===== src/sv/stepper_step_dir_pulse_sequencer_top_macros.svh =====
// ---------------------------------------------------------------------------
// Assertion macros for the step/dir pulse sequencer
// Shared concurrent assertion forms, clocked on i_clk and disabled in reset.
// ---------------------------------------------------------------------------
`ifndef STEPPER_STEP_DIR_PULSE_SEQUENCER_TOP_MACROS_SVH
`define STEPPER_STEP_DIR_PULSE_SEQUENCER_TOP_MACROS_SVH

// The property must hold at every clock edge outside reset.
`define STSDP_ASSERT(label, prop, msg) \
    label: assert property (@(posedge i_clk) disable iff (!i_rst_n) (prop)) \
        else $error(msg);

// When the first expression holds, the second must hold in the next cycle.
`define STSDP_ASSERT_NEXT(label, pre, post, msg) \
    label: assert property (@(posedge i_clk) disable iff (!i_rst_n) (pre) |=> (post)) \
        else $error(msg);

`endif


===== src/sv/stsdp_pkg.sv =====
// ---------------------------------------------------------------------------
// Step/dir pulse sequencer package
// Widths, reset values, codes and the command and status structures that
// join the controller to the datapath.
// ---------------------------------------------------------------------------
`timescale 1ns / 1ps
`default_nettype none

package stsdp_pkg;

    localparam int COUNT_WIDTH = 16;

    localparam int KIND_W     = 2;
    localparam int CNT_IN_W   = 16;
    localparam int SPS_W      = 20;
    localparam int PW_W       = 10;
    localparam int SETUP_W    = 10;
    localparam int PERIOD_W   = 20;
    localparam int IDLE_W     = 24;
    localparam int CFG_DATA_W = 24;
    localparam int CFG_IDX_W  = 3;

    localparam int DIV_STEPS  = PERIOD_W;
    localparam int DIV_CNT_W  = $clog2(DIV_STEPS + 1);

    localparam logic [PERIOD_W-1:0] RATE_DIVIDEND = 20'd1000000;

    localparam logic [PW_W-1:0]     RST_PULSE_WIDTH  = 10'd10;
    localparam logic [SETUP_W-1:0]  RST_EN_SETUP     = 10'd10;
    localparam logic [SETUP_W-1:0]  RST_DIR_SETUP    = 10'd5;
    localparam logic [PERIOD_W-1:0] RST_DEF_PERIOD   = 20'd1000;
    localparam logic [IDLE_W-1:0]   RST_IDLE_TIMEOUT = 24'd3000000;
    localparam logic                RST_DIR_INVERT   = 1'b1;

    typedef enum logic [CFG_IDX_W-1:0] {
        CFG_PULSE_WIDTH,
        CFG_EN_SETUP,
        CFG_DIR_SETUP,
        CFG_DEF_PERIOD,
        CFG_IDLE_TIMEOUT,
        CFG_DIR_INVERT
    } t_cfg_idx;

    typedef enum logic [KIND_W-1:0] {
        KIND_TICK,
        KIND_MOVE,
        KIND_STOP
    } t_kind;

    typedef enum logic [2:0] {
        PH_IDLE,
        PH_EN_SETUP,
        PH_DIR_SETUP,
        PH_STEP_HIGH,
        PH_STEP_LOW,
        PH_GAP
    } t_phase;

    typedef struct packed {
        logic load;
        logic tick;
        logic stop;
        logic reject;
        logic div_start;
        logic move_load;
        logic advance;
        logic release_chk;
        logic out_load;
    } t_cmd;

    typedef struct packed {
        t_kind kind;
        logic  busy;
        logic  count_nz;
        logic  settled;
        logic  div_done;
    } t_status;

endpackage

`default_nettype wire


===== src/sv/stsdp_in_if.sv =====
// ---------------------------------------------------------------------------
// Step/dir pulse sequencer input channel
// Valid/ready channel carrying one tick, move or stop word.
// ---------------------------------------------------------------------------
`timescale 1ns / 1ps
`default_nettype none

interface stsdp_in_if;
    import stsdp_pkg::*;

    logic                valid;
    logic                ready;
    logic [KIND_W-1:0]   kind;
    logic [CNT_IN_W-1:0] step_count;
    logic                direction;
    logic [SPS_W-1:0]    steps_per_second;

    modport source (
        output valid, kind, step_count, direction, steps_per_second,
        input  ready
    );

    modport sink (
        input  valid, kind, step_count, direction, steps_per_second,
        output ready
    );
endinterface

`default_nettype wire


===== src/sv/stsdp_out_if.sv =====
// ---------------------------------------------------------------------------
// Step/dir pulse sequencer output channel
// Valid/ready channel carrying the pin levels and flags after each word.
// ---------------------------------------------------------------------------
`timescale 1ns / 1ps
`default_nettype none

interface stsdp_out_if;
    logic valid;
    logic ready;
    logic step_level;
    logic dir_pin;
    logic enable_pin_n;
    logic busy_res;
    logic command_rejected;

    modport source (
        output valid, step_level, dir_pin, enable_pin_n, busy_res, command_rejected,
        input  ready
    );

    modport sink (
        input  valid, step_level, dir_pin, enable_pin_n, busy_res, command_rejected,
        output ready
    );
endinterface

`default_nettype wire


===== src/sv/stsdp_div.sv =====
// ---------------------------------------------------------------------------
// Step rate divider
// Restoring divider that turns a step rate into a period of one-microsecond
// ticks, one quotient bit per cycle.
// ---------------------------------------------------------------------------
`timescale 1ns / 1ps
`default_nettype none

module stsdp_div (
    input  wire logic                          i_clk,
    input  wire logic                          i_rst_n,
    input  wire logic                          i_start,
    input  wire logic [stsdp_pkg::SPS_W-1:0]   i_divisor,
    output logic                               o_done,
    output logic      [stsdp_pkg::PERIOD_W-1:0] o_quotient
);
    import stsdp_pkg::*;

    logic [SPS_W-1:0]     r_div;
    logic [SPS_W-1:0]     r_rem;
    logic [PERIOD_W-1:0]  r_quo;
    logic [DIV_CNT_W-1:0] r_cnt;
    logic                 r_done;

    logic [SPS_W:0]       rem_sh;
    logic [SPS_W:0]       rem_diff;
    logic                 fits;

    always_comb begin
        rem_sh   = {r_rem, r_quo[PERIOD_W-1]};
        rem_diff = rem_sh - {1'b0, r_div};
        fits     = rem_sh >= {1'b0, r_div};
    end

    always_ff @(posedge i_clk) begin
        if (!i_rst_n) begin
            r_cnt  <= '0;
            r_done <= 1'b0;
        end else begin
            r_done <= 1'b0;
            if (i_start) begin
                r_cnt <= DIV_CNT_W'(DIV_STEPS);
            end else if (r_cnt != '0) begin
                r_cnt  <= r_cnt - DIV_CNT_W'(1);
                r_done <= (r_cnt == DIV_CNT_W'(1));
            end
        end
    end

    always_ff @(posedge i_clk) begin
        if (i_start) begin
            r_div <= i_divisor;
            r_rem <= '0;
            r_quo <= RATE_DIVIDEND;
        end else if (r_cnt != '0) begin
            r_rem <= fits ? rem_diff[SPS_W-1:0] : rem_sh[SPS_W-1:0];
            r_quo <= {r_quo[PERIOD_W-2:0], fits};
        end
    end

    assign o_done     = r_done;
    assign o_quotient = r_quo;
endmodule

`default_nettype wire


===== src/sv/stsdp_dp.sv =====
// ---------------------------------------------------------------------------
// Step/dir pulse sequencer datapath
// Configuration registers, phase and timer registers, the step rate divider
// and the result register, all driven by commands from the controller.
// ---------------------------------------------------------------------------
`timescale 1ns / 1ps
`default_nettype none
`include "stepper_step_dir_pulse_sequencer_top_macros.svh"

module stsdp_dp (
    input  wire logic                            i_clk,
    input  wire logic                            i_rst_n,
    input  wire logic                            i_cfg_we,
    input  wire logic [stsdp_pkg::CFG_IDX_W-1:0]  i_cfg_idx,
    input  wire logic [stsdp_pkg::CFG_DATA_W-1:0] i_cfg_data,
    input  wire stsdp_pkg::t_cmd                  i_cmd,
    output stsdp_pkg::t_status                    o_status,
    input  wire logic [stsdp_pkg::KIND_W-1:0]     i_kind,
    input  wire logic [stsdp_pkg::CNT_IN_W-1:0]   i_step_count,
    input  wire logic                             i_direction,
    input  wire logic [stsdp_pkg::SPS_W-1:0]      i_steps_per_second,
    output logic                                  o_step_level,
    output logic                                  o_dir_pin,
    output logic                                  o_enable_pin_n,
    output logic                                  o_busy_res,
    output logic                                  o_command_rejected
);
    import stsdp_pkg::*;

    logic [PW_W-1:0]     r_pw;
    logic [SETUP_W-1:0]  r_en_setup;
    logic [SETUP_W-1:0]  r_dir_setup;
    logic [PERIOD_W-1:0] r_def_period;
    logic [IDLE_W-1:0]   r_idle_timeout;
    logic                r_dir_invert;

    logic [KIND_W-1:0]   r_kind;
    logic [CNT_IN_W-1:0] r_count;
    logic                r_cmd_dir;
    logic [SPS_W-1:0]    r_sps;

    t_phase                 r_phase,   n_phase;
    logic [PERIOD_W-1:0]    r_timer,   n_timer;
    logic [COUNT_WIDTH-1:0] r_steps,   n_steps;
    logic [PERIOD_W-1:0]    r_period,  n_period;
    logic                   r_dir,     n_dir;
    logic                   r_en_n,    n_en_n;
    logic                   r_moved,   n_moved;
    logic [IDLE_W-1:0]      r_idle,    n_idle;
    logic                   r_pend_dir, n_pend_dir;
    logic                   r_rejected, n_rejected;

    logic r_out_step, r_out_dir, r_out_en_n, r_out_busy, r_out_rej;

    logic [PW_W-1:0]     eff_pw;
    logic [PERIOD_W-1:0] cost;
    logic [PERIOD_W-1:0] gap;
    logic [PERIOD_W-1:0] move_period;
    logic [PERIOD_W-1:0] quotient;
    logic                div_done;
    logic                in_pulse;

    stsdp_div u_div (
        .i_clk      (i_clk),
        .i_rst_n    (i_rst_n),
        .i_start    (i_cmd.div_start),
        .i_divisor  (r_sps),
        .o_done     (div_done),
        .o_quotient (quotient)
    );

    always_ff @(posedge i_clk) begin
        if (!i_rst_n) begin
            r_pw           <= RST_PULSE_WIDTH;
            r_en_setup     <= RST_EN_SETUP;
            r_dir_setup    <= RST_DIR_SETUP;
            r_def_period   <= RST_DEF_PERIOD;
            r_idle_timeout <= RST_IDLE_TIMEOUT;
            r_dir_invert   <= RST_DIR_INVERT;
        end else if (i_cfg_we) begin
            unique case (i_cfg_idx)
                CFG_PULSE_WIDTH:  r_pw           <= i_cfg_data[PW_W-1:0];
                CFG_EN_SETUP:     r_en_setup     <= i_cfg_data[SETUP_W-1:0];
                CFG_DIR_SETUP:    r_dir_setup    <= i_cfg_data[SETUP_W-1:0];
                CFG_DEF_PERIOD:   r_def_period   <= i_cfg_data[PERIOD_W-1:0];
                CFG_IDLE_TIMEOUT: r_idle_timeout <= i_cfg_data[IDLE_W-1:0];
                CFG_DIR_INVERT:   r_dir_invert   <= i_cfg_data[0];
                default: ;
            endcase
        end
    end

    always_comb begin
        eff_pw = (r_pw == '0) ? PW_W'(1) : r_pw;
        cost   = PERIOD_W'({eff_pw, 1'b0});
        gap    = (r_period > cost) ? (r_period - cost) : '0;

        move_period = (r_sps != '0) ? quotient : r_def_period;
        if (move_period < cost) begin
            move_period = cost;
        end

        n_phase    = r_phase;
        n_timer    = r_timer;
        n_steps    = r_steps;
        n_period   = r_period;
        n_dir      = r_dir;
        n_en_n     = r_en_n;
        n_moved    = r_moved;
        n_idle     = r_idle;
        n_pend_dir = r_pend_dir;
        n_rejected = r_rejected;

        if (i_cmd.load) begin
            n_rejected = 1'b0;
        end
        if (i_cmd.reject) begin
            n_rejected = 1'b1;
        end

        if (i_cmd.tick) begin
            if (r_moved && (r_idle != '1)) begin
                n_idle = r_idle + IDLE_W'(1);
            end
            if ((r_phase != PH_IDLE) && (r_timer != '0)) begin
                n_timer = r_timer - PERIOD_W'(1);
            end
        end

        if (i_cmd.stop) begin
            n_phase = PH_IDLE;
            n_timer = '0;
            n_steps = '0;
            n_en_n  = 1'b1;
            n_moved = 1'b0;
            n_idle  = '0;
        end

        if (i_cmd.move_load) begin
            n_period   = move_period;
            n_steps    = COUNT_WIDTH'(r_count);
            n_pend_dir = r_cmd_dir;
            n_en_n     = 1'b0;
            n_phase    = PH_EN_SETUP;
            n_timer    = PERIOD_W'(r_en_setup);
        end

        if (i_cmd.advance) begin
            unique case (r_phase)
                PH_EN_SETUP: begin
                    n_dir   = r_pend_dir ^ r_dir_invert;
                    n_phase = PH_DIR_SETUP;
                    n_timer = PERIOD_W'(r_dir_setup);
                end
                PH_DIR_SETUP: begin
                    n_phase = PH_STEP_HIGH;
                    n_timer = PERIOD_W'(eff_pw);
                end
                PH_STEP_HIGH: begin
                    n_phase = PH_STEP_LOW;
                    n_timer = PERIOD_W'(eff_pw);
                end
                PH_STEP_LOW: begin
                    if (r_steps != '0) begin
                        n_steps = r_steps - COUNT_WIDTH'(1);
                    end
                    n_moved = 1'b1;
                    n_idle  = '0;
                    n_phase = PH_GAP;
                    n_timer = gap;
                end
                PH_GAP: begin
                    if (r_steps != '0) begin
                        n_phase = PH_STEP_HIGH;
                        n_timer = PERIOD_W'(eff_pw);
                    end else begin
                        n_phase = PH_IDLE;
                        n_timer = '0;
                    end
                end
                default: begin
                    n_phase = PH_IDLE;
                    n_timer = '0;
                end
            endcase
        end

        if (i_cmd.release_chk && (r_phase == PH_IDLE) && r_moved
                && (r_idle > r_idle_timeout)) begin
            n_en_n  = 1'b1;
            n_moved = 1'b0;
        end
    end

    always_ff @(posedge i_clk) begin
        if (!i_rst_n) begin
            r_phase    <= PH_IDLE;
            r_timer    <= '0;
            r_steps    <= '0;
            r_period   <= '0;
            r_dir      <= 1'b0;
            r_en_n     <= 1'b1;
            r_moved    <= 1'b0;
            r_idle     <= '0;
            r_pend_dir <= 1'b0;
            r_rejected <= 1'b0;
        end else begin
            r_phase    <= n_phase;
            r_timer    <= n_timer;
            r_steps    <= n_steps;
            r_period   <= n_period;
            r_dir      <= n_dir;
            r_en_n     <= n_en_n;
            r_moved    <= n_moved;
            r_idle     <= n_idle;
            r_pend_dir <= n_pend_dir;
            r_rejected <= n_rejected;
        end
    end

    always_ff @(posedge i_clk) begin
        if (i_cmd.load) begin
            r_kind    <= i_kind;
            r_count   <= i_step_count;
            r_cmd_dir <= i_direction;
            r_sps     <= i_steps_per_second;
        end
        if (i_cmd.out_load) begin
            r_out_step <= (r_phase == PH_STEP_HIGH);
            r_out_dir  <= r_dir;
            r_out_en_n <= r_en_n;
            r_out_busy <= (r_phase != PH_IDLE);
            r_out_rej  <= r_rejected;
        end
    end

    always_comb begin
        o_status.kind     = t_kind'(r_kind);
        o_status.busy     = (r_phase != PH_IDLE);
        o_status.count_nz = (COUNT_WIDTH'(r_count) != '0);
        o_status.settled  = (r_phase == PH_IDLE) || (r_timer != '0);
        o_status.div_done = div_done;
    end

    assign in_pulse = (r_phase == PH_STEP_HIGH) || (r_phase == PH_STEP_LOW);

    assign o_step_level       = r_out_step;
    assign o_dir_pin          = r_out_dir;
    assign o_enable_pin_n     = r_out_en_n;
    assign o_busy_res         = r_out_busy;
    assign o_command_rejected = r_out_rej;

    `STSDP_ASSERT(a_enabled_while_busy, !o_status.busy || !r_en_n, "driver disabled during a move")
    `STSDP_ASSERT(a_steps_in_pulse, !in_pulse || (r_steps != '0), "pulse with no steps left")
endmodule

`default_nettype wire


===== src/sv/stsdp_ctrl.sv =====
// ---------------------------------------------------------------------------
// Step/dir pulse sequencer controller
// Accepts one word at a time, sequences the datapath through the division,
// the phase updates and the loading of the result register.
// ---------------------------------------------------------------------------
`timescale 1ns / 1ps
`default_nettype none
`include "stepper_step_dir_pulse_sequencer_top_macros.svh"

module stsdp_ctrl (
    input  wire logic               i_clk,
    input  wire logic               i_rst_n,
    input  wire logic               i_in_valid,
    output logic                    o_in_ready,
    input  wire logic               i_out_ready,
    output logic                    o_out_valid,
    input  wire stsdp_pkg::t_status i_status,
    output stsdp_pkg::t_cmd         o_cmd
);
    import stsdp_pkg::*;

    typedef enum logic [2:0] {
        S_IDLE,
        S_EXEC,
        S_DIV,
        S_SETTLE,
        S_DONE
    } t_state;

    t_state r_state, n_state;
    logic   r_out_valid, n_out_valid;

    always_comb begin
        o_cmd   = '0;
        n_state = r_state;

        unique case (r_state)
            S_IDLE: begin
                if (i_in_valid) begin
                    o_cmd.load = 1'b1;
                    n_state    = S_EXEC;
                end
            end
            S_EXEC: begin
                unique case (i_status.kind)
                    KIND_TICK: begin
                        o_cmd.tick = 1'b1;
                        n_state    = S_SETTLE;
                    end
                    KIND_MOVE: begin
                        if (i_status.busy) begin
                            o_cmd.reject = 1'b1;
                            n_state      = S_DONE;
                        end else if (i_status.count_nz) begin
                            o_cmd.div_start = 1'b1;
                            n_state         = S_DIV;
                        end else begin
                            n_state = S_DONE;
                        end
                    end
                    KIND_STOP: begin
                        o_cmd.stop = 1'b1;
                        n_state    = S_DONE;
                    end
                    default: begin
                        n_state = S_DONE;
                    end
                endcase
            end
            S_DIV: begin
                if (i_status.div_done) begin
                    o_cmd.move_load = 1'b1;
                    n_state         = S_SETTLE;
                end
            end
            S_SETTLE: begin
                if (i_status.settled) begin
                    o_cmd.release_chk = 1'b1;
                    n_state           = S_DONE;
                end else begin
                    o_cmd.advance = 1'b1;
                end
            end
            S_DONE: begin
                if (!r_out_valid || i_out_ready) begin
                    o_cmd.out_load = 1'b1;
                    n_state        = S_IDLE;
                end
            end
            default: begin
                n_state = S_IDLE;
            end
        endcase

        n_out_valid = r_out_valid && !i_out_ready;
        if (o_cmd.out_load) begin
            n_out_valid = 1'b1;
        end
    end

    always_ff @(posedge i_clk) begin
        if (!i_rst_n) begin
            r_state     <= S_IDLE;
            r_out_valid <= 1'b0;
        end else begin
            r_state     <= n_state;
            r_out_valid <= n_out_valid;
        end
    end

    assign o_in_ready  = (r_state == S_IDLE);
    assign o_out_valid = r_out_valid;

    `STSDP_ASSERT(a_single_command, $onehot0({o_cmd.load, o_cmd.tick, o_cmd.stop, o_cmd.reject, o_cmd.div_start, o_cmd.move_load, o_cmd.advance, o_cmd.release_chk, o_cmd.out_load}), "more than one datapath command")
    `STSDP_ASSERT_NEXT(a_accept_to_exec, i_in_valid && (r_state == S_IDLE), r_state == S_EXEC, "accepted word not dispatched")
    `STSDP_ASSERT(a_div_done_in_div, !i_status.div_done || (r_state == S_DIV), "division finished outside the division state")
endmodule

`default_nettype wire


===== src/sv/stepper_step_dir_pulse_sequencer_top.sv =====
// ---------------------------------------------------------------------------
// Step/dir pulse sequencer, top level
// Drives STEP, DIR and active-low EN of a stepper driver from a stream of
// one-microsecond ticks, move commands and stop commands.
//
// The input channel takes one word at a time: a tick, a move (step count,
// direction, steps per second) or a stop. Every word gives exactly one
// result word on the output channel with the pin levels, the busy flag and
// the rejected flag after that word has been applied.
// A tick goes to the settle step, where each phase whose timer has run out
// is advanced; stops, rejected or zero-count moves and unused words go
// straight to the result. A move first runs the restoring divider for the
// period, then loads the sequence and advances any setup phase that is zero.
// The result sits in an output register, so a new word is accepted while
// the previous result waits; if the receiver stalls, the next result is
// held back and the input is not taken until it can be delivered.
// Reset is synchronous and active low: the enable state goes to disabled, the sequence
// is idle and the configuration registers take their default values.
// ---------------------------------------------------------------------------
`timescale 1ns / 1ps
`default_nettype none

module stepper_step_dir_pulse_sequencer_top (
    input  wire logic                             i_clk,
    input  wire logic                             i_rst_n,
    input  wire logic                             i_cfg_we,
    input  wire logic [stsdp_pkg::CFG_IDX_W-1:0]  i_cfg_idx,
    input  wire logic [stsdp_pkg::CFG_DATA_W-1:0] i_cfg_data,
    stsdp_in_if.sink                              i_in,
    stsdp_out_if.source                           o_out
);
    import stsdp_pkg::*;

    t_cmd    cmd;
    t_status status;
    logic    in_ready;
    logic    out_valid;

    stsdp_ctrl u_ctrl (
        .i_clk       (i_clk),
        .i_rst_n     (i_rst_n),
        .i_in_valid  (i_in.valid),
        .o_in_ready  (in_ready),
        .i_out_ready (o_out.ready),
        .o_out_valid (out_valid),
        .i_status    (status),
        .o_cmd       (cmd)
    );

    stsdp_dp u_dp (
        .i_clk              (i_clk),
        .i_rst_n            (i_rst_n),
        .i_cfg_we           (i_cfg_we),
        .i_cfg_idx          (i_cfg_idx),
        .i_cfg_data         (i_cfg_data),
        .i_cmd              (cmd),
        .o_status           (status),
        .i_kind             (i_in.kind),
        .i_step_count       (i_in.step_count),
        .i_direction        (i_in.direction),
        .i_steps_per_second (i_in.steps_per_second),
        .o_step_level       (o_out.step_level),
        .o_dir_pin          (o_out.dir_pin),
        .o_enable_pin_n     (o_out.enable_pin_n),
        .o_busy_res         (o_out.busy_res),
        .o_command_rejected (o_out.command_rejected)
    );

    assign i_in.ready  = in_ready;
    assign o_out.valid = out_valid;
endmodule

`default_nettype wire

===== src/flat_wrapper.sv =====
// flat-port wrapper written by rule: the top's interface ports become plain ports
module stepper_step_dir_pulse_sequencer_top_flat import stsdp_pkg::*;
  (i_clk, i_rst_n, i_cfg_we, i_cfg_idx, i_cfg_data, i_in_valid, i_in_kind, i_in_step_count, i_in_direction, i_in_steps_per_second, i_in_ready, o_out_valid, o_out_step_level, o_out_dir_pin, o_out_enable_pin_n, o_out_busy_res, o_out_command_rejected, o_out_ready);
  stsdp_in_if i_in_i ();
  stsdp_out_if o_out_i ();
  input  wire logic i_clk;
  input  wire logic i_rst_n;
  input  wire logic i_cfg_we;
  input  wire logic [stsdp_pkg::CFG_IDX_W-1:0] i_cfg_idx;
  input  wire logic [stsdp_pkg::CFG_DATA_W-1:0] i_cfg_data;
  input wire logic [$bits(i_in_i.valid)-1:0] i_in_valid;
  input wire logic [$bits(i_in_i.kind)-1:0] i_in_kind;
  input wire logic [$bits(i_in_i.step_count)-1:0] i_in_step_count;
  input wire logic [$bits(i_in_i.direction)-1:0] i_in_direction;
  input wire logic [$bits(i_in_i.steps_per_second)-1:0] i_in_steps_per_second;
  output wire logic [$bits(i_in_i.ready)-1:0] i_in_ready;
  output wire logic [$bits(o_out_i.valid)-1:0] o_out_valid;
  output wire logic [$bits(o_out_i.step_level)-1:0] o_out_step_level;
  output wire logic [$bits(o_out_i.dir_pin)-1:0] o_out_dir_pin;
  output wire logic [$bits(o_out_i.enable_pin_n)-1:0] o_out_enable_pin_n;
  output wire logic [$bits(o_out_i.busy_res)-1:0] o_out_busy_res;
  output wire logic [$bits(o_out_i.command_rejected)-1:0] o_out_command_rejected;
  input wire logic [$bits(o_out_i.ready)-1:0] o_out_ready;
  assign i_in_i.valid = i_in_valid;
  assign i_in_i.kind = i_in_kind;
  assign i_in_i.step_count = i_in_step_count;
  assign i_in_i.direction = i_in_direction;
  assign i_in_i.steps_per_second = i_in_steps_per_second;
  assign i_in_ready = i_in_i.ready;
  assign o_out_valid = o_out_i.valid;
  assign o_out_step_level = o_out_i.step_level;
  assign o_out_dir_pin = o_out_i.dir_pin;
  assign o_out_enable_pin_n = o_out_i.enable_pin_n;
  assign o_out_busy_res = o_out_i.busy_res;
  assign o_out_command_rejected = o_out_i.command_rejected;
  assign o_out_i.ready = o_out_ready;
  stepper_step_dir_pulse_sequencer_top u_core (.i_clk(i_clk), .i_rst_n(i_rst_n), .i_cfg_we(i_cfg_we), .i_cfg_idx(i_cfg_idx), .i_cfg_data(i_cfg_data), .i_in(i_in_i), .o_out(o_out_i));
endmodule

===== config.mk =====
export PLATFORM = sky130hd
export DESIGN_NAME = stepper_step_dir_pulse_sequencer_top_flat
export DESIGN_NICKNAME = d
export VERILOG_FILES = /design/src/sv/stsdp_pkg.sv /design/src/sv/stsdp_in_if.sv /design/src/sv/stsdp_out_if.sv /design/src/sv/stsdp_div.sv /design/src/sv/stsdp_dp.sv /design/src/sv/stsdp_ctrl.sv /design/src/sv/stepper_step_dir_pulse_sequencer_top.sv /design/src/flat_wrapper.sv
export VERILOG_INCLUDE_DIRS = /design/src /design/src/sv
export SDC_FILE = /design/constraint.sdc
export NUM_CORES = 1
export LEC_CHECK = 0
export BUFFER_PORTS_ARGS = -buffer_cell sky130_fd_sc_hd__clkbuf_2
export CAP_MARGIN = 20
export CELL_PAD_IN_SITES_DETAIL_PLACEMENT = 1
export CELL_PAD_IN_SITES_GLOBAL_PLACEMENT = 2
export CORE_MARGIN = 2
export CORE_UTILIZATION = 38
export DETAILED_ROUTE_END_ITERATION = 12
export PLACE_DENSITY = 0.78
export SETUP_SLACK_MARGIN = 0.1
export SYNTH_ARGS = -nofsm -noshare
export SYNTH_HDL_FRONTEND = slang
export SYNTH_SLANG_ARGS = --single-unit

===== constraint.sdc =====
create_clock -name i_clk -period 4.55 [get_ports i_clk]
set_input_delay 0 -clock i_clk [delete_from_list [all_inputs] [get_ports i_clk]]
set_output_delay 0 -clock i_clk [all_outputs]
set_load 0.02 [all_outputs]

==> run summary, run 1 <==
The flow ran to the end, and the final reports show no timing, DRC or antenna violations. The count of yosys warnings during synthesis is 0. The growth of design area from synthesis to finish came out at 19.2%. The path with the worst hold slack has its endpoint at u_core.u_ctrl.r_state[2]. In this run the vertical extent of the chip is about 200 um.

After detailed placement, the design holds a cell count of 2194. The power density over the cells is between 400 and 500 mW/mm2. The buffer count from post-CTS setup fixing is 0. In this run, flip-flops and latches consume between 30% and 40% of the power. Counting flops with a built-in enable in the synthesized netlist gives 64.

The top cell type by total area after synthesis is dfxtp_1. The number of buffers on the longest clock path came out at 3. Headroom to the max-slew limit came out at a little under a quarter. The final worst setup slack is ~0.84 ns. The internal power of the cells totals 5.40 mW. The pin count of the biggest net entering global routing came out at 73. The arrival time of data at the critical path endpoint is 4.07 ns. The share of the cycle needed by the critical path after routing is just over 80%. The remaining number of nets flagged by the antenna check after routing came out at 0. In this run the critical register-to-register path is launched from u_core.u_dp.r_timer[0].

The mean post-synth cell area is 8.63 um2. The last weighted congestion value of the routability-driven placer came out at 0.797. For this run, the leading register cell type out of synthesis is dfxtp_1.

The combinational power share is 28.6%. Setup violations remaining at the end of the flow were counted as 0. The die area is 0.0392 mm2.

By area the synthesized netlist is led by dfxtp_1 30%, edfxtp_1 13%, nand2_1 7.1%, ha_1 6.1%, a21oi_1 6.0%. The kind of path behind the tightest hold check is input pin to flop. In this run, the number of DRC markers left after iteration 0 of detailed routing was 559. Of the total power, the clock network draws 34.4%. The routed wire length came out at 45900 um. The number of buffers inserted during clock tree synthesis came out at 34. The DRC violation count after routing is 0. The total routing resource utilization after global routing is 23.4%. The number of filler instances in the final layout came out at 4365.

The worst setup skew after layout is 0.0171 ns. The post-layout minimum cycle time came out at 3.71 ns. The worst-case IR drop observed on VDD is 0.302 mV. Sequential elements use 43.2% of the synthesized area. The proportion of netlist area held by the largest area contributor is between 20 and 30%. The count of state elements after synthesis came out at about 280. In this run the most critical hold path is launched from i_in_valid.

Leaving out fill and tap cells, the most frequent cell in the layout is nand2_1. During I/O placement, the number of pins put on the boundary was 78. The number of stages on the worst hold path came out at 5. In the layout the commonest cells are 271 x nand2_1, 213 x dfxtp_1, 171 x a21oi_1, 111 x nor2_1, 84 x inv_1.

The required time of the critical path came out at 4.92 ns. The source of the critical timing path is u_core.u_dp.r_timer[0]. The reg-to-reg setup timing slack came out at 0.84 ns. The highest achievable clock rate is 0.270 GHz. For the worst flop-to-flop path, the logic depth is 10. The die is 198 um wide. The synthesized netlist occupies a cell area of ~0.014 mm2. The HPWL after detailed placement is about 32000 um. The transition at the pin with the smallest max-transition slack is between 1 and 1.5 ns. The power spent charging and discharging nets came out at 2.74 mW. In this run the critical register-to-register path is captured at u_core.u_dp.r_steps[7]. The total nets after synthesis is 1802. The port buffer count is 77. The filler-free cell count of the finished design came out at 2326.

The initial antenna violation count came out at 1. The share of total power consumed by net switching is between 30% and 40%. The total global routing overflow came out at 0.

The category of the critical setup timing path is flop to flop. The tree is rooted in a clkbuf_16. The final layout contains roughly 1900 nets. The wire length per cell after detailed routing came out at approximately 20 um.

The number of global-route vias before repair is 12900. The number of sinks handled by clock tree synthesis came out at approximately 280. The worst-path maximum fanout is 11. The post-route setup TNS came out at 0 ns. The row count came out at 71.

STA classifies the critical path endpoint as a flop. For this run, asynchronously set or reset flops after synthesis account for 0%. The share of layout cells above drive strength 1 came out at 11.7%. The first-pass GRT wire length came out at between 70000 and 80000 um. The number of H-tree branching levels is 2. The total via count after detailed routing is 12700. The kind of start point of the critical path is a flop.

The post-layout total power came out at approximately 8 mW. The number of diodes is 0. The starting utilization of the core area is 38.3%. The count of max-cap constraint violations came out at 0. The static leakage power came out at 6.80 nW. The first-pass iteration count of the detailed router came out at 5. The total area inside the core boundary comes to 0.0374 mm2.

The CTS clock-pin slew for the worst setup and hold paths is 0.06 ns. The count of distinct cell types in the synthesized netlist came out at 88. The cell count after synthesis came out at 1659. TritonCTS built the clock tree.

The clock insertion delay at the later pin of the skew report came out at 0.54 ns. Setup repair after global routing left no endpoint under its margin. The count of endpoints failing hold in the final timing report is 0.

The max-slew violation count came out at 0. The via count normalized by instance count is 5.46. The placement-stage worst setup slack came out at approximately 0.90 ns.
per-layer routing:
layer  vias up  wire length, um  track usage (%)
met5         -                0                0
met4         0             1220             7.52
met3        59             1290             3.44
met2       158            21800             39.5
met1      6244            21500             30.7
li1       6239                -                -
worst max-delay path: stages (launching register included):
cell	delay, ns
dfxtp_1	0.35
inv_1	0.10
ha_1	0.17
or4b_1	0.51
or4_4	0.58
nor3_4	0.37
nand3_1	0.27
nor2_2	0.49
nor2_1	0.27
o31ai_1	0.32
a21oi_1	0.10
registers in the layout, summed over array words and instances (netlist names), 5 cells and up:
| signal | cells |
|---|---|
| u_core.u_dp.u_div.r_div | 20 |
| u_core.u_dp.u_div.r_rem | 20 |
| u_core.u_dp.u_div.r_cnt | 5 |
| u_core.u_dp.r_period | 20 |
| u_core.u_dp.r_steps | 16 |
| u_core.u_dp.r_timer | 20 |
| u_core.u_dp.r_def_period | 20 |
| u_core.u_dp.r_idle_timeout | 24 |
| u_core.u_dp.u_div.o_quotient | 20 |
| u_core.u_dp.r_count | 16 |
| u_core.u_dp.r_sps | 20 |
| u_core.u_dp.r_idle | 24 |
| u_core.u_dp.r_en_setup | 10 |
| u_core.u_dp.r_pw | 10 |
| u_core.u_dp.r_dir_setup | 10 |
Yosys cell counts, types with 26 or more instances:
cell,number
nor2_1,113
dfxtp_1,213
nand3_1,67
xor2_1,34
edfxtp_1,64
nand4_1,29
clkbuf_1,54
inv_1,84
nor3_1,41
o211ai_1,27
a21oi_1,171
nand2_1,271
ha_1,70
o21ai_0,64
xnor2_1,26
nor4_1,32
through the flow:
stage | util, % | instance area [um2] | hold slack (ns)
global route | 45.6 | 17100 | 0.0708
floorplan | - | 14300 | 0.0989
global placement | 40.6 | 15200 | 0.178
detailed placement | 40.6 | 15200 | 0.180
finish | 45.6 | 17100 | 0.0550
CTS | 45.5 | 17000 | 0.00324
how the worst max path moves through the flow:
| stage | depth (start not counted) | endpoint | slack [ns] |
|---|---|---|---|
| finish | 10 | u_core.u_dp.r_steps[7] | 0.84 |
| detailed placement | 10 | u_core.u_dp.r_steps[7] | 0.90 |
| global placement | 12 | u_core.u_dp.r_period[1] | 0.88 |
| CTS | 10 | u_core.u_dp.r_steps[7] | 0.86 |
| global route | 10 | u_core.u_dp.r_steps[7] | 0.57 |
| floorplan | 13 | u_core.u_dp.r_period[10] | 0.97 |
cells by family after synthesis:
kind of cell / count (synthesis) / synth area share, %
flops: 277 / 43.2
buf+inv: 165 / 5.00
compound gates: 399 / 17.7
mux: 27 / 2.00
simple gates: 659 / 22.0
fa+ha+maj: 72 / 6.40
xor+xnor: 60 / 3.67
power by group through the flow:
stage | combinational (mW) | sequential [mW] | clock, mW
floorplan | 1.73 | 2.98 | 0
global placement | 2.23 | 3.05 | 0
detailed placement | 2.27 | 3.06 | 0
CTS | 2.34 | 3.01 | 2.87
global route | 2.63 | 3.03 | 2.96
finish | 2.33 | 3.01 | 2.80
layout make-up:
type	count	area, um2	area share [%]
Multi-Input combinational cell	1217	7450	43.7
Clock buffer	44	960	5.63
Timing Repair Buffer	175	1320	7.75
Clock inverter	17	186	1.09
Tap cell	511	639	3.75
Inverter	85	319	1.87
Sequential cell	277	6190	36.3
timing repair:
action | in CTS | in global routing
hold buffers | 69 | 0
hold endpoints to repair | 118 | 0
resized for setup | 0 | 0
(Power assumes the default switching activity.)
==> run 2, diff against run 1 <==
ABC_AREA = 1   (was not set)
CORE_UTILIZATION = 36   (was 38)
clock period = 3.66 ns   (was 4.55 ns; I/O delays follow)
==> run summary, run 2 <==
The final layout net count is 2274 (was 1933). The core occupancy in the finished layout came out at 43.2% (was 45.6%). The row count is 74 (was 71). The biggest cell delay along the critical path is 0.40 ns (was 0.58 ns). The port buffer count is 77 (unchanged). The growth of design area from synthesis to finish is 18.3% (was 19.2%). The kind of path behind the tightest hold check is input pin to flop (unchanged). The storage element area came out at 0.00619 mm2 (unchanged). The placeable core region came out at 0.0408 mm2 (was 0.0374 mm2). The initial DRC count is 646 (was 559). The count of max-cap constraint violations is 0 (unchanged). The final count of negative-setup-slack endpoints came to 0 (unchanged). The routed wire length is 48300 um (was 45900 um). The total nets after synthesis came out at 2137 (was 1802). The number of filler instances in the final layout is 5081 (was 4365). The TritonCTS clock tree is done (unchanged). The via count normalized by instance count is 5.11 (was 5.46). The worst supply voltage drop on vdd is 0.341 mV (was 0.302 mV). Largest registers in the final layout: u_core.u_dp.r_idle x24, u_core.u_dp.r_idle_timeout x24 (unchanged). The total routing resource utilization after global routing is 22.4% (was 23.4%). The family with the most delay on the worst path is compound AO/OA/AOI/OAI gates (was simple AND/OR/NAND/NOR gates). The count of distinct cell types in the synthesized netlist is 53 (was 88). The end of the worst hold path was u_core.u_dp.r_count[3] (was u_core.u_ctrl.r_state[2]). The starting utilization of the core area was 36.5% (was 38.3%).

The total placed cells including tap cells came out at 2550 (was 2194). The count of endpoints failing hold in the final timing report is 0 (unchanged). The mapped cell area is 0.0149 mm2 (was 0.0143 mm2). The CTS root buffer is clkbuf_16 (unchanged). The number of H-tree branching levels came to 2 (unchanged). The number of I/O pins is 78 (unchanged). Worst-path cell chain: inv_1 > nand4_1 > o21bai_1 > ha_1 > inv_1 > fa_1 > nand3_1 > nand2_1 > a21boi_1 > o21ai_0 > nand2_1 > nand2_1 > inv_2 > a21oi_1 > nand3b_1 > a21oi_1 (was inv_1 > ha_1 > or4b_1 > or4_4 > nor3_4 > nand3_1 > nor2_2 > nor2_1 > o31ai_1 > a21oi_1). The sequential fraction of the synthesis area came out at 41.5% (was 43.2%).

The category of the critical setup timing path is flop to flop (unchanged). The placement-stage worst setup slack came out at 0.488 ns (was 0.895 ns). The depth of the worst register-to-register path came out at 16 (was 10).

The mean post-synth cell area came out at 7.47 um2 (was 8.63 um2). The most frequent standard cell in the layout excluding fill and tap cells is nand2_1 (unchanged). The normalized max-slew margin came out at 39.7% (was 23.6%). The share of the cycle needed by the critical path after routing was 85.1% (was 81.5%). The reg-to-reg critical path endpoint is u_core.u_dp.r_timer[17] (was u_core.u_dp.r_steps[7]). The cell count after synthesis came to 1994 (was 1659). The count of yosys warnings during synthesis is 0 (unchanged). The CTS clock-pin slew for the worst setup and hold paths is 0.06 ns (about the same). The minimum hold slack is 0.163 ns (was 0.0550 ns). The reg-to-reg setup timing slack came out at 0.55 ns (was 0.84 ns). The static leakage power is 7.64 nW (was 6.80 nW). The filler-free cell count of the finished design came out at 2688 (was 2326). The post-layout minimum cycle time came out at 3.11 ns (was 3.71 ns). The horizontal die dimension is 207 um (was 198 um). The cell with the most instances after synthesis is nand2_1 (unchanged).

The arrival time of data at the critical path endpoint is 3.60 ns (was 4.07 ns). The power density over the cells was 632 mW/mm2 (was 477 mW/mm2). Status: finished, final reports clean (unchanged). The top cell type by total area after synthesis was dfxtp_1 (unchanged). The first-pass GRT wire length is 77900 um (was 71800 um). The area of all placed cells without fillers is 0.0176 mm2 (was 0.0171 mm2). The number of buffers inserted during clock tree synthesis was 35 (was 34).

The die area came out at 0.0430 mm2 (was 0.0392 mm2). The kind of start point of the critical path is a flop (unchanged). The flip-flop cell with the highest count after synthesis is dfxtp_1 (unchanged). The max-slew violation count is 0 (unchanged). The post-layout total power came out at 11.1 mW (was 8.15 mW).

Unrepaired setup endpoints after global routing: false (unchanged). The buffers plus inverters on the worst setup path came out at 3 (was 1). The share of layout cells above drive strength 1 is 10.2% (was 11.7%). The post-place instance area came out at 0.0158 mm2 (was 0.0152 mm2).

The total global routing overflow came out at 0 (unchanged). The worst setup skew after layout came out at 0.0181 ns (was 0.0171 ns). The number of enable flip-flop cells after synthesis is 64 (unchanged).

Synth top area cells: dfxtp_1 29%, edfxtp_1 13%, nand2_1 11%, ha_1 5.9%, inv_1 5.4% (was dfxtp_1 30%, edfxtp_1 13%, nand2_1 7.1%, ha_1 6.1%, a21oi_1 6.0%). The async set or reset register ratio after synthesis is 0% (unchanged). The cell with the largest stage delay on the worst path is fa_1 (was or4_4).

The kind of end point of the critical path is a flop (unchanged). The number of sinks handled by clock tree synthesis is 277 (unchanged). The highest achievable clock rate is 0.321 GHz (was 0.270 GHz). The pin count of the biggest net entering global routing came out at 71 (was 73). The clock insertion delay at the later pin of the skew report came out at 0.55 ns (was 0.54 ns). The remaining number of nets flagged by the antenna check after routing came out at 0 (unchanged).

The first-pass iteration count of the detailed router came out at 4 (was 5). The area of the multi-input gates is 0.00753 mm2 (was 0.00745 mm2). The required time of the critical path came out at 4.14 ns (was 4.92 ns). The proportion of netlist area held by the largest area contributor is 28.6% (was 29.8%). List of most frequent post-synthesis cells: 423 x nand2_1, 216 x inv_1, 215 x nor2_1 (was 271 x nand2_1, 213 x dfxtp_1, 171 x a21oi_1). The HPWL after detailed placement came out at 35100 um (was 32400 um). The worst-path maximum fanout is 6 (was 11). The initial antenna violation count came out at 0 (was 1). The worst hold path startpoint is i_in_step_count[3] (was i_in_valid).

The last weighted congestion value of the routability-driven placer came out at 0.814 (was 0.797). The DRC violation count after routing is 0 (unchanged). The post-route setup TNS came out at 0 ns (unchanged). The final worst setup slack came out at 0.545 ns (was 0.843 ns). Top library cells by usage in the layout, fill and taps aside: 423 x nand2_1, 216 x inv_1, 213 x dfxtp_1, 212 x nor2_1, 146 x a21oi_1 (was 271 x nand2_1, 213 x dfxtp_1, 171 x a21oi_1, 111 x nor2_1, 84 x inv_1). Counting stages on the worst path, the most repeated cell is nand2_1.

The number of global-route vias before repair came to 14400 (was 12900). The wire length per cell after detailed routing is 18.0 um (was 19.7 um). The number of stages on the worst hold path came out at 2 (was 5). The transition at the pin with the smallest max-transition slack came out at 0.903 ns (was 1.14 ns). The number of diodes is 0 (unchanged). The total via count after detailed routing came out at 13700 (was 12700). The height of the die was 207 um (was 198 um). The number of buffers on the longest clock path came out at 3 (unchanged). The count of state elements after synthesis came out at 277 (unchanged). The worst flop-to-flop path startpoint is u_core.u_dp.r_pw[9] (was u_core.u_dp.r_timer[0]).
run 2: layout make-up:
type | instances | share of cell area [%]
multi-input combinational | 1414 | 42.7
sequential | 277 | 35.1
timing repair buffer | 169 | 7.14
clock buffer | 51 | 5.83
inverter | 234 | 5.00
tap | 532 | 3.78
clock inverter | 11 | 0.440
run 2: worst max path at each step:
stage                              from                       to  cells after the start
2_1_floorplan  u_core.u_ctrl.r_state[2]    u_core.u_dp.r_cmd_dir                      3
3_3_place_gp      u_core.u_dp.r_sps[15]  u_core.u_dp.r_period[4]                     17
3_5_place_dp      u_core.u_dp.r_sps[13]  u_core.u_dp.r_period[3]                     17
4_1_cts           u_core.u_dp.r_sps[13]  u_core.u_dp.r_period[3]                     17
5_1_grt            u_core.u_dp.r_sps[7]  u_core.u_dp.r_period[4]                     17
6_report            u_core.u_dp.r_pw[9]  u_core.u_dp.r_timer[17]                     16
run 2: cell families after synthesis:
group	Yosys count	share of synthesized area, %
XOR/XNOR	54	3.17
adder cells (fa/ha/maj)	72	6.15
AND/OR/NAND/NOR	877	25.9
AO/OA/AOI/OAI	411	15.2
flip-flops	277	41.5
buffers and inverters	303	8.05
run 2: timing repair:
| item | in CTS | in global routing |
|---|---|---|
| buffers inserted | 0 | 4 |
| gates resized for setup | 0 | 1 |
| endpoints found under the hold margin | 141 | 0 |
| hold buffers | 72 | 0 |
| endpoints found under the setup margin | 0 | 5 |
run 2: layer usage:
| layer | track usage, % | up-vias | wire length (um) |
|---|---|---|---|
| met5 | 0 | - | 0 |
| met4 | 6.43 | 0 | 1030 |
| met3 | 2.68 | 53 | 1280 |
| met2 | 38.1 | 151 | 22900 |
| met1 | 30.0 | 6647 | 23100 |
| li1 | - | 6898 | - |
run 2: where the power goes:
| part | internal [mW] | total (mW) | switching [mW] | leakage [nW] |
|---|---|---|---|---|
| Combinational | 1.33 | 3.80 | 2.47 | 4.76 |
| Clock | 1.96 | 3.36 | 1.41 | 0.544 |
| Sequential | 3.65 | 3.96 | 0.316 | 2.33 |
==> run 3, diff against run 2 <==
clock period = 3.1 ns   (was 3.66 ns; I/O delays follow)
==> run summary, run 3 (synthesis results as in run 2) <==
The initial DRC count is 525 (was 646). The routed wire length is 49000 um (was 48300 um). Worst-path cell chain: nor2_1 > nand2_1 > nor2_4 > buf_12 > nand3_4 > o21ai_2 > inv_1 > ha_1 > nand2_1 > or2_2 > nand2_1 > nand3_2 > inv_2 > nor2_4 > nand3_4 > nand2_1 > nand3_1 > a21oi_1 (was inv_1 > nand4_1 > o21bai_1 > ha_1 > inv_1 > fa_1 > nand3_1 > nand2_1 > a21boi_1 > o21ai_0 > nand2_1 > nand2_1 > inv_2 > a21oi_1 > nand3b_1 > a21oi_1).

The power density over the cells came out at 753 mW/mm2 (was 632 mW/mm2). The number of buffers inserted during clock tree synthesis came out at 36 (was 35). The total placed cells including tap cells is 2556 (was 2550). The max-slew violation count is 0 (unchanged).

The detailed route wirelength on metal2 came to 23500 um (was 22900 um). The pin count of the biggest net entering global routing came to 69 (was 71). The row count came to 74 (unchanged).

The cell with the largest stage delay on the worst path is edfxtp_1 (was fa_1). The biggest cell delay along the critical path is 0.39 ns (was 0.40 ns). The TritonCTS clock tree is done (unchanged). The highest metal layer with signal wires is met4 (unchanged). The worst flop-to-flop path startpoint is u_core.u_dp.r_sps[0] (was u_core.u_dp.r_pw[9]). The worst hold path startpoint was i_cfg_we (was i_in_step_count[3]).

The growth of design area from synthesis to finish is 20.4% (was 18.3%). The normalized max-slew margin came out at 41.2% (was 39.7%). The CTS root buffer was clkbuf_16 (unchanged). The share of the cycle needed by the critical path after routing came out at 93.1% (was 85.1%). The total global routing overflow is 0 (unchanged). The clock insertion delay at the later pin of the skew report was 0.55 ns (about the same). The final count of negative-setup-slack endpoints came out at 0 (unchanged). The filler-free cell count of the finished design is 2703 (was 2688). The wire length on met3 was 1570 um (was 1280 um).

The most common cell type on the critical path is nand2_1 (unchanged). The count of endpoints failing hold in the final timing report was 0 (unchanged). The number of H-tree branching levels came out at 2 (unchanged). The number of I/O pins was 78 (unchanged). The worst supply voltage drop on vdd came out at 0.358 mV (was 0.341 mV). Top library cells by usage in the layout, fill and taps aside: 419 x nand2_1, 213 x dfxtp_1, 210 x inv_1, 208 x nor2_1, 144 x a21oi_1 (was 423 x nand2_1, 216 x inv_1, 213 x dfxtp_1, 212 x nor2_1, 146 x a21oi_1). The placement-stage worst setup slack is 0.0884 ns (was 0.488 ns).

The reg-to-reg critical path endpoint is u_core.u_dp.r_period[5] (was u_core.u_dp.r_timer[17]). The static leakage power is 7.73 nW (was 7.64 nW). The kind of end point of the critical path is a flop (unchanged). The worst setup skew after layout came out at 0.0170 ns (was 0.0181 ns). Status: finished, final reports clean (unchanged). The wire length on met1 came to 22700 um (was 23100 um). The number of sinks handled by clock tree synthesis is 277 (unchanged). The height of the die is 207 um (unchanged). The die area was 0.0430 mm2 (unchanged). The number of stages on the worst hold path was 5 (was 2). The minimum hold slack was 0.101 ns (was 0.163 ns). The number of buffers on the longest clock path came to 3 (unchanged).

The initial antenna violation count was 1 (was 0). The count of max-cap constraint violations is 0 (unchanged). The via count normalized by instance count is 5.16 (was 5.11). The starting utilization of the core area came out at 36.5% (unchanged). The total via count after detailed routing was 13900 (was 13700). The horizontal die dimension came out at 207 um (unchanged). The share of layout cells above drive strength 1 came out at 12.0% (was 10.2%). The first-pass iteration count of the detailed router is 5 (was 4). The number of diodes is 0 (unchanged).

The kind of start point of the critical path is a flop (unchanged). The wire length per cell after detailed routing came out at 18.1 um (was 18.0 um). The category of the critical setup timing path is flop to flop (unchanged). The post-layout minimum cycle time came out at 2.88 ns (was 3.11 ns). The last weighted congestion value of the routability-driven placer came out at 0.852 (was 0.814). The HPWL after detailed placement is 34900 um (was 35100 um). The kind of path behind the tightest hold check is input pin to flop (unchanged).

The final worst setup slack was 0.215 ns (was 0.545 ns). The final layout net count came out at 2286 (was 2274). The number of filler instances in the final layout came out at 5055 (was 5081). The arrival time of data at the critical path endpoint came out at 3.30 ns (was 3.60 ns).

The reg-to-reg setup timing slack is 0.22 ns (was 0.55 ns). The first-pass GRT wire length is 77900 um (about the same). The placeable core region came out at 0.0408 mm2 (unchanged). The CTS clock-pin slew for the worst setup and hold paths came out at 0.06 ns (about the same). The highest achievable clock rate came to 0.347 GHz (was 0.321 GHz). The end of the worst hold path is u_core.u_dp.r_idle_timeout[7] (was u_core.u_dp.r_count[3]).

The depth of the worst register-to-register path is 18 (was 16). Largest registers in the final layout: u_core.u_dp.r_idle x24, u_core.u_dp.r_idle_timeout x24 (unchanged). The DRC violation count after routing came out at 0 (unchanged). The worst-path maximum fanout is 6 (unchanged). The total routing resource utilization after global routing was 22.4% (about the same). The post-route setup TNS came out at 0 ns (unchanged). Unrepaired setup endpoints after global routing: false (unchanged). The number of global-route vias before repair is 14400 (about the same).

The remaining number of nets flagged by the antenna check after routing came out at 0 (unchanged). The most frequent standard cell in the layout excluding fill and tap cells is nand2_1 (unchanged). The required time of the critical path came out at 3.51 ns (was 4.14 ns). The port buffer count is 77 (unchanged).

The transition at the pin with the smallest max-transition slack is 0.881 ns (was 0.903 ns).
[run 3: metrics by stage]
step	utilization, %	power [mW]	cell area [um2]
2_1_floorplan	-	7.91	14900
3_3_place_gp	38.7	9.04	15800
3_5_place_dp	38.8	9.18	15800
4_1_cts	43.4	13.5	17700
5_1_grt	43.9	14.5	17900
6_report	43.9	13.5	17900
[run 3: timing repair]
item,4_1_cts,5_1_grt
buffers inserted,0,7
endpoints found under the hold margin,127,0
setup endpoints to repair,11,16
hold buffers,70,0
pin swaps,1,14
gates cloned,0,4
resized for setup,5,41
[run 3: power by group]
part / switching, mW / total (mW) / internal (mW)
sequential: 0.365 / 4.67 / 4.30
clock: 1.67 / 4.15 / 2.48
combinational: 3.05 / 4.69 / 1.63
total: 5.09 / 13.5 / 8.42
[run 3: layout make-up]
class / count / area [um2] / area share, %
clock inverter: 10 / 87.6 / 0.488
multi-input combinational: 1418 / 7690 / 42.9
tap: 532 / 666 / 3.71
sequential: 277 / 6190 / 34.5
timing repair buffer: 176 / 1350 / 7.51
clock buffer: 56 / 1080 / 6.01
inverter: 234 / 881 / 4.91
[run 3: worst max-delay path: cells and delay by family, from the launching register on]
kind / cells / cell delay [ns]
and+or+nand+nor: 12 / 1.46
DFF: 1 / 0.39
adders and majority gates: 1 / 0.32
buffers and inverters: 3 / 0.30
AOI/OAI and AO/OA: 2 / 0.27
[run 3: worst max-delay path by stage]
stage	startpoint	end	slack (ns)
finish	u_core.u_dp.r_sps[0]	u_core.u_dp.r_period[5]	0.22
global placement	u_core.u_dp.r_sps[7]	u_core.u_dp.r_period[9]	0.15
CTS	u_core.u_dp.r_sps[1]	u_core.u_dp.r_period[2]	0.13
global route	u_core.u_dp.r_sps[11]	u_core.u_dp.r_period[3]	0.03
detailed placement	u_core.u_dp.r_sps[1]	u_core.u_dp.r_period[3]	0.09
floorplan	u_core.u_ctrl.r_state[2]	u_core.u_dp.r_cmd_dir	0.37
[run 3: layer usage]
metal / up-vias / track usage, %
met2: 185 / 38.1
met4: 0 / 6.16
met1: 6730 / 29.6
met5: - / 0
met3: 73 / 3.37
li1: 6952 / -
